[config.mk]
export PLATFORM = sky130hd
export DESIGN_NAME = timed_event_queue
export DESIGN_NICKNAME = d
export VERILOG_FILES = /design/src/hw/rtl/teq_pkg.sv /design/src/hw/rtl/teq_scan.sv /design/src/hw/rtl/timed_event_queue.sv
export SDC_FILE = /design/constraint.sdc
export NUM_CORES = 2
export LEC_CHECK = 0
export CAP_MARGIN = 10
export CORE_MARGIN = 5
export CORE_UTILIZATION = 60
export DETAILED_ROUTE_END_ITERATION = 10
export DONT_BUFFER_PORTS = 1
export PLACE_DENSITY_LB_ADDON = 0.1
export REMOVE_ABC_BUFFERS = 1
export SLEW_MARGIN = 25
export SYNTH_ARGS = -nofsm -noshare
export SYNTH_HDL_FRONTEND = slang
export SYNTH_SLANG_ARGS = --single-unit
[constraint.sdc]
create_clock -name clk -period 8.4 [get_ports clk]
set_input_delay 0.42 -clock clk [delete_from_list [all_inputs] [get_ports clk]]
set_output_delay 0.42 -clock clk [all_outputs]
set_load 0.005 [all_outputs]
[src/hw/rtl/teq_pkg.sv]
package teq_pkg;
  localparam int QUEUE_DEPTH = 16;
  localparam int TIME_BITS = 40;
  localparam int SLOT_BITS = $clog2(QUEUE_DEPTH);
  localparam int RANK_BITS = SLOT_BITS + 1;
  localparam int MAX_RESULTS = 16;
  localparam int FIRE_BITS = $clog2(MAX_RESULTS + 1);

  localparam logic [1:0] OP_TICK = 2'd0;
  localparam logic [1:0] OP_ADD = 2'd1;
  localparam logic [1:0] OP_REMOVE = 2'd2;

  localparam logic [2:0] KIND_FIRED = 3'd0;
  localparam logic [2:0] KIND_ADDED = 3'd1;
  localparam logic [2:0] KIND_FULL = 3'd2;
  localparam logic [2:0] KIND_REMOVED = 3'd3;
  localparam logic [2:0] KIND_NONE = 3'd4;

  localparam logic REG_DELIVER = 1'b0;
  localparam logic REG_DEDUP = 1'b1;

  typedef logic [TIME_BITS-1:0] time_t;

  // Running best of a scan: earliest (target, rank) seen so far.
  typedef struct packed {
    logic found;
    logic [SLOT_BITS-1:0] slot;
    time_t target;
    logic [RANK_BITS-1:0] rank;
  } best_t;
endpackage

[src/hw/rtl/teq_scan.sv]
// One-slot-per-cycle compare unit: keeps the earliest candidate seen so far.
module teq_scan
  import teq_pkg::*;
(
  input  logic                 clk,
  input  logic                 clear,
  input  logic                 cand,
  input  logic [SLOT_BITS-1:0] slot,
  input  time_t                target,
  input  logic [RANK_BITS-1:0] rank,
  output best_t                best
);
  logic better;

  assign better = cand && (!best.found || target < best.target ||
                  (target == best.target && rank < best.rank));

  always_ff @(posedge clk) begin
    if (clear) begin
      best.found <= 1'b0;
      best.slot <= '0;
      best.target <= '0;
      best.rank <= '0;
    end else if (better) begin
      best <= '{found: 1'b1, slot: slot, target: target, rank: rank};
    end
  end
endmodule

[src/hw/rtl/timed_event_queue.sv]
// Channel   | Signals                                              | Direction
// command   | start, busy, operation, event_type, delay_ms,         | in, busy out
//           | repeat_flag, payload_tag                              |
// result    | result_valid, result_kind, fired_type, fired_payload, | out
//           | last_of_run                                           |
// config    | cfg_we, cfg_index, cfg_data                           | in
// An add or remove runs a slot scan, a rank fix when it drops an event, an update
// and a result. A tick repeats a scan and a rank fix for each firing, then a final
// scan and the result; the single compare unit walks one slot each cycle.
// rst clears the clock, the valid bits and deliver_enable and sets the dedup mask to 7; tables are not cleared.
// Each result beat is shown for one cycle; the receiver cannot stall.
module timed_event_queue
  import teq_pkg::*;
(
  input  logic        clk,
  input  logic        rst,
  input  logic        start,
  output logic        busy,
  input  logic [1:0]  operation,
  input  logic [3:0]  event_type,
  input  logic [31:0] delay_ms,
  input  logic        repeat_flag,
  input  logic [15:0] payload_tag,
  output logic        result_valid,
  output logic [2:0]  result_kind,
  output logic [3:0]  fired_type,
  output logic [15:0] fired_payload,
  output logic        last_of_run,
  input  logic        cfg_we,
  input  logic        cfg_index,
  input  logic [15:0] cfg_data
);
  localparam logic [2:0] S_IDLE = 3'd0;
  localparam logic [2:0] S_SCAN = 3'd1;
  localparam logic [2:0] S_ACT = 3'd2;
  localparam logic [2:0] S_RANK = 3'd3;
  localparam logic [2:0] S_PUT = 3'd4;
  localparam logic [2:0] S_EMIT = 3'd5;

  logic [2:0] state;
  logic deliver_enable;
  logic [15:0] dedup_type_mask;
  time_t clock_ms;

  logic [QUEUE_DEPTH-1:0] entry_valid;
  logic [QUEUE_DEPTH-1:0] done;
  logic [3:0] entry_type [QUEUE_DEPTH];
  time_t entry_target [QUEUE_DEPTH];
  logic [31:0] entry_period [QUEUE_DEPTH];
  logic entry_repeat [QUEUE_DEPTH];
  logic [15:0] entry_payload [QUEUE_DEPTH];
  logic [RANK_BITS-1:0] entry_order [QUEUE_DEPTH];

  logic [1:0] op;
  logic [3:0] typ;
  logic [31:0] delay;
  logic rep;
  logic [15:0] pay;
  logic [RANK_BITS:0] cnt;
  logic [RANK_BITS:0] idx;
  logic [FIRE_BITS-1:0] fires;
  logic pend_valid;
  logic [2:0] pend_kind;
  logic [3:0] pend_type;
  logic [15:0] pend_pay;
  logic [RANK_BITS-1:0] gap_rank;

  logic [SLOT_BITS-1:0] sidx;
  logic scan_clear;
  logic cand;
  best_t best;

  assign sidx = idx[SLOT_BITS-1:0];
  assign busy = (state != S_IDLE);

  always_comb begin
    cand = 1'b0;
    if (state == S_SCAN && entry_valid[sidx]) begin
      if (op == OP_TICK)
        cand = !done[sidx] && entry_target[sidx] <= clock_ms;
      else
        cand = entry_type[sidx] == typ && dedup_type_mask[typ];
    end
  end

  teq_scan u_scan (
    .clk(clk), .clear(scan_clear), .cand(cand), .slot(sidx),
    .target(entry_target[sidx]), .rank(entry_order[sidx]), .best(best)
  );

  function automatic time_t sat_add(time_t a, logic [32:0] d);
    logic [TIME_BITS:0] s;
    s = {1'b0, a} + {{(TIME_BITS - 32){1'b0}}, d};
    return s[TIME_BITS] ? '1 : s[TIME_BITS-1:0];
  endfunction

  logic [SLOT_BITS-1:0] free_slot;
  logic free_found;
  always_comb begin
    free_slot = '0;
    free_found = 1'b0;
    for (int i = QUEUE_DEPTH - 1; i >= 0; i--)
      if (!entry_valid[i]) begin
        free_slot = SLOT_BITS'(i);
        free_found = 1'b1;
      end
  end

  // hold the winner through the rank fix; drop it before the next tick scan
  assign scan_clear = (state == S_IDLE) ||
                      (state == S_RANK && op == OP_TICK &&
                       idx == (RANK_BITS + 1)'(QUEUE_DEPTH - 1));

  always_ff @(posedge clk) begin
    result_valid <= 1'b0;
    last_of_run <= 1'b0;
    if (rst) begin
      state <= S_IDLE;
      deliver_enable <= 1'b0;
      dedup_type_mask <= 16'd7;
      clock_ms <= '0;
      entry_valid <= '0;
      cnt <= '0;
      pend_valid <= 1'b0;
    end else begin
      if (cfg_we && state == S_IDLE) begin
        if (cfg_index == REG_DELIVER) deliver_enable <= cfg_data[0];
        else dedup_type_mask <= cfg_data;
      end
      unique case (state)
        S_IDLE: begin
          idx <= '0;
          done <= '0;
          fires <= '0;
          pend_valid <= 1'b0;
          if (start) begin
            op <= operation;
            typ <= event_type;
            delay <= delay_ms;
            rep <= repeat_flag;
            pay <= payload_tag;
            if (operation == OP_TICK) begin
              clock_ms <= sat_add(clock_ms, 33'd1);
              state <= S_SCAN;
            end else if (operation == OP_ADD || operation == OP_REMOVE) begin
              state <= S_SCAN;
            end
          end
        end
        S_SCAN: begin
          idx <= idx + 1'b1;
          if (idx == (RANK_BITS + 1)'(QUEUE_DEPTH - 1)) state <= S_ACT;
        end
        S_ACT: begin
          idx <= '0;
          if (op == OP_TICK) begin
            if (!best.found || fires == FIRE_BITS'(MAX_RESULTS)) begin
              state <= S_EMIT;
            end else begin
              done[best.slot] <= 1'b1;
              fires <= fires + 1'b1;
              if (deliver_enable) begin
                if (pend_valid) begin
                  result_valid <= 1'b1;
                  result_kind <= pend_kind;
                  fired_type <= pend_type;
                  fired_payload <= pend_pay;
                end
                pend_valid <= 1'b1;
                pend_kind <= KIND_FIRED;
                pend_type <= entry_type[best.slot];
                pend_pay <= entry_payload[best.slot];
              end
              gap_rank <= best.rank;
              if (entry_repeat[best.slot]) begin
                entry_order[best.slot] <= RANK_BITS'(cnt - 1'b1);
                entry_target[best.slot] <=
                  sat_add(clock_ms, {1'b0, entry_period[best.slot]});
                entry_payload[best.slot] <= '0;
              end else begin
                entry_valid[best.slot] <= 1'b0;
                cnt <= cnt - 1'b1;
              end
              state <= S_RANK;
            end
          end else begin
            if (best.found) begin
              entry_valid[best.slot] <= 1'b0;
              cnt <= cnt - 1'b1;
              gap_rank <= best.rank;
              state <= S_RANK;
            end else begin
              state <= S_PUT;
            end
          end
        end
        S_RANK: begin
          // close the rank gap one slot a cycle
          if (entry_valid[sidx] && !(sidx == best.slot && op == OP_TICK) &&
              entry_order[sidx] > gap_rank)
            entry_order[sidx] <= entry_order[sidx] - 1'b1;
          idx <= idx + 1'b1;
          if (idx == (RANK_BITS + 1)'(QUEUE_DEPTH - 1)) begin
            idx <= '0;
            state <= (op == OP_TICK) ? S_SCAN : S_PUT;
          end
        end
        S_PUT: begin
          pend_valid <= 1'b1;
          pend_type <= typ;
          pend_pay <= '0;
          if (op == OP_REMOVE) begin
            pend_kind <= best.found ? KIND_REMOVED : KIND_NONE;
          end else if (!free_found) begin
            pend_kind <= KIND_FULL;
          end else begin
            pend_kind <= KIND_ADDED;
            entry_valid[free_slot] <= 1'b1;
            entry_order[free_slot] <= RANK_BITS'(cnt);
            entry_type[free_slot] <= typ;
            entry_target[free_slot] <= sat_add(clock_ms, {1'b0, delay});
            entry_period[free_slot] <= delay;
            entry_repeat[free_slot] <= rep;
            entry_payload[free_slot] <= pay;
            cnt <= cnt + 1'b1;
          end
          state <= S_EMIT;
        end
        S_EMIT: begin
          if (pend_valid) begin
            result_valid <= 1'b1;
            result_kind <= pend_kind;
            fired_type <= pend_type;
            fired_payload <= pend_pay;
            last_of_run <= 1'b1;
          end
          pend_valid <= 1'b0;
          state <= S_IDLE;
        end
        default: state <= S_IDLE;
      endcase
    end
  end
endmodule

==> results.sh <==
export IMPL_synthTopCellsByArea="edfxtp_1 66%, mux4_2 15%, dfxtp_1 3.7%, ha_1 2.6%, nand2_1 1.1%"
export IMPL_finalCritPeriodShare_pct=76.0
export IMPL_dp_hpwl_um=111000
export IMPL_place_congestion=0.937
export IMPL_cts_resized=0
export IMPL_finalCriticalPeriod_ns=6.38
export IMPL_tightest_slew_ns=1.09
export IMPL_drtIter0Drc=4193
export IMPL_cts_setup_buffers=0
export IMPL_grt_max_degree=77
export IMPL_required_ns=9.10
export IMPL_power_density_nw_per_um2=218
export IMPL_areaGrowthSynthToFinish_pct=12.1
export IMPL_whs_ns=0.0744
export IMPL_p_leak_nw=27.9
export IMPL_overflow=0
export IMPL_path_buf_inv=1
export IMPL_grt_pass1_vias=41000
export IMPL_cts_buffer_depth=3
export IMPL_cts_tree="done"
export IMPL_cp_cell_sequence="buf_4 > mux4_2 > mux4_2 > ha_1 > nand4_1 > nor4_1 > nand3_1 > nor3_1 > o21ai_0 > a21oi_1 > or4_1 > a31o_2 > mux2i_1"
export IMPL_holdPathEnd="op[0]"
export IMPL_fin_tns_setup_ns=0
export IMPL_cts_htree_levels=4
export IMPL_clkSlewWorstSetupHoldPaths_ns=0.07
export IMPL_antenna_left=0
export IMPL_rows=131
export IMPL_finalHoldViolCount=0
export IMPL_die_area_um2=136000
export IMPL_final_util_pct=67.8
export IMPL_min_delay_start="start"
export IMPL_syn_avg_cell_area_um2=18.2
export IMPL_critPathArrivalTime_ns=7.09
export IMPL_fmax_ghz=0.157
export IMPL_io_pin_count=102
export IMPL_start_util_pct=60.5
export IMPL_die_height_um=369
export IMPL_skew_ns=0.0344
export IMPL_viasPerCell=6.59
export IMPL_portBuffers=0
export IMPL_irDropWorstVdd_v=0.000225
export IMPL_drive_gt1_share_pct=21.4
export IMPL_wl_per_cell_um=30.1
export IMPL_netlist_instances=4242
export IMPL_core_area_um2=128000
export IMPL_clkSinkCount=1843
export IMPL_rsz0062_at_grt="false"
export IMPL_ys_warn_count=0
export IMPL_final_cells=6256
export IMPL_yosys_register_bits=1843
export IMPL_finalNetCount=4683
export IMPL_path_class="flip-flop to flip-flop"
export IMPL_syn_area_um2=77300
export IMPL_slew_headroom_pct=26.8
export IMPL_status="finished clean"
export IMPL_worst_setup_path_end_kind="flip-flop"
export IMPL_crit_top_cell="mux4_2"
export IMPL_yosysSeqAreaShare_pct=69.8
export IMPL_synthTopCellsByCount="1701 x edfxtp_1, 514 x mux4_2, 232 x nand2_1"
export IMPL_grt_total_usage_pct=28.1
export IMPL_cts_root_buf="clkbuf_16"
export IMPL_cp_slowest_cell="a31o_2"
export IMPL_insertion_delay_ns=0.83
export IMPL_critPathMaxStageDelay_ns=0.86
export IMPL_vias=41200
export IMPL_hold_path_class="input pin to flip-flop"
export IMPL_max_cap_viol_count=0
export IMPL_cts_buffers=182
export IMPL_yosysTopAreaCell="edfxtp_1"
export IMPL_critPathTopFamily="simple AND/OR/NAND/NOR gates"
export IMPL_drv_slew=0
export IMPL_synth_async_sr_flop_share_pct=0
export IMPL_place_inst=5831
export IMPL_yosysMostFrequentCell="edfxtp_1"
export IMPL_grt_pass1_wl_um=278000
export IMPL_yosysUniqueCellTypes=81
export IMPL_yosysTopAreaCellShare_pct=66.1
export IMPL_antennaDiodeCount=0
export IMPL_rr_worst_depth=13
export IMPL_routed_wl_um=188000
export IMPL_synth_edf_count=1701
export IMPL_die_w_um=369
export IMPL_ff2ff_setup_slack_ns=2.02
export IMPL_antenna_found_initial=1
export IMPL_start_kind="flip-flop"
export IMPL_drc=0
export IMPL_synth_main_ff_cell="edfxtp_1"
export IMPL_whs_path_depth=1
export IMPL_critPathMaxFanout=27
export IMPL_firstDrtPassIters=5
export IMPL_setup_viol=0
export IMPL_p_total_mw=18.8
what timing repair did:
item	CTS	global route
setup endpoints to repair	0	0
endpoints found under the hold margin	138	0
hold buffers	85	0
how the worst max path moves through the flow:
stage,endpoint,from,cells after the start
floorplan,flip-flop,flip-flop,12
global placement,entry_target[4][39],flip-flop,13
detailed placement,entry_target[1][35],flip-flop,13
CTS,entry_target[10][35],flip-flop,13
global route,flip-flop,flip-flop,13
finish,flip-flop,flip-flop,13
where the power goes:
| part | internal [mW] | switching [mW] |
|---|---|---|
| sequential | 9.96 | 0.106 |
| clock | 4.41 | 3.45 |
| combinational | 0.443 | 0.478 |
area by class of cell:
cell class | count | area [um2]
clock buffers | 237 | 4870
clock inverters | 97 | 927
fillers | 8150 | 41100
inverters | 156 | 586
multi-input cells | 2050 | 22200
flip-flops and latches | 1843 | 54000
well taps | 1662 | 2080
repair buffers | 211 | 1940
flip-flops by register name, indices dropped and copies added, names as in the netlist, 4 cells and up, named ones only:
| name | flops |
|---|---|
| pend_type | 4 |
| entry_valid | 16 |
| delay | 32 |
| pend_pay | 16 |
| typ | 4 |
| entry_type | 64 |
| cnt | 5 |
| clock_ms | 40 |
| entry_payload | 256 |
| pay | 16 |
| fired_payload | 16 |
| entry_target | 640 |
| entry_repeat | 16 |
| dedup_type_mask | 16 |
| entry_period | 512 |
| done | 16 |
| entry_order | 80 |
| fires | 5 |
| u_scan.best | 50 |
| gap_rank | 5 |
| fired_type | 4 |
| idx | 6 |
worst register-to-register path: stages (launching register included):
cell	delay [ns]
dfxtp_4	0.53
buf_4	0.55
mux4_2	0.60
mux4_2	0.61
ha_1	0.34
nand4_1	0.21
nor4_1	0.53
nand3_1	0.23
nor3_1	0.83
o21ai_0	0.23
a21oi_1	0.20
or4_1	0.23
a31o_2	0.86
mux2i_1	0.33
routing by layer:
metal  part of all wire (%)  track usage (%)  wire [um]  vias up
met2                     49             45.3      91800     1796
met3                    7.9             4.69      14900      253
li1                       -                -          -    17600
met4                    2.5             7.76       4680        2
met1                     41             40.8      77000    21600
met5                 0.0064                0         12        -
cells by family (layout without fill, tap and decap cells):
group | after synthesis | count (layout) | share of synthesized area, %
AND/OR/NAND/NOR | 703 | 703 | 4.29
AO/OA/AOI/OAI | 491 | 491 | 4.03
XOR/XNOR | 108 | 108 | 1.22
buffers and inverters | 349 | 701 | 1.91
multiplexers | 585 | 585 | 16.1
adder cells (fa/ha/maj) | 163 | 163 | 2.66
flip-flops | 1843 | 1843 | 69.8
cell usage in the layout (no fill, tap or decap), types with 108 or more instances in the layout:
cell type  count
clkbuf_16    183
buf_4        108
ha_1         161
mux4_2       514
nor2_1       148
inv_1        155
edfxtp_1    1701
nand2_1      232
dfxtp_1      134
a21oi_1      166
metrics by stage:
step | area, um2 | worst slack (ns)
2_1_floorplan | 76400 | -4.71
5_1_grt | 86600 | 1.66
6_report | 86600 | 2.02
3_5_place_dp | 79800 | 1.81
4_1_cts | 86500 | 1.83
3_3_place_gp | 79700 | 1.84
Note: power is estimated with default switching activity, not from simulation.
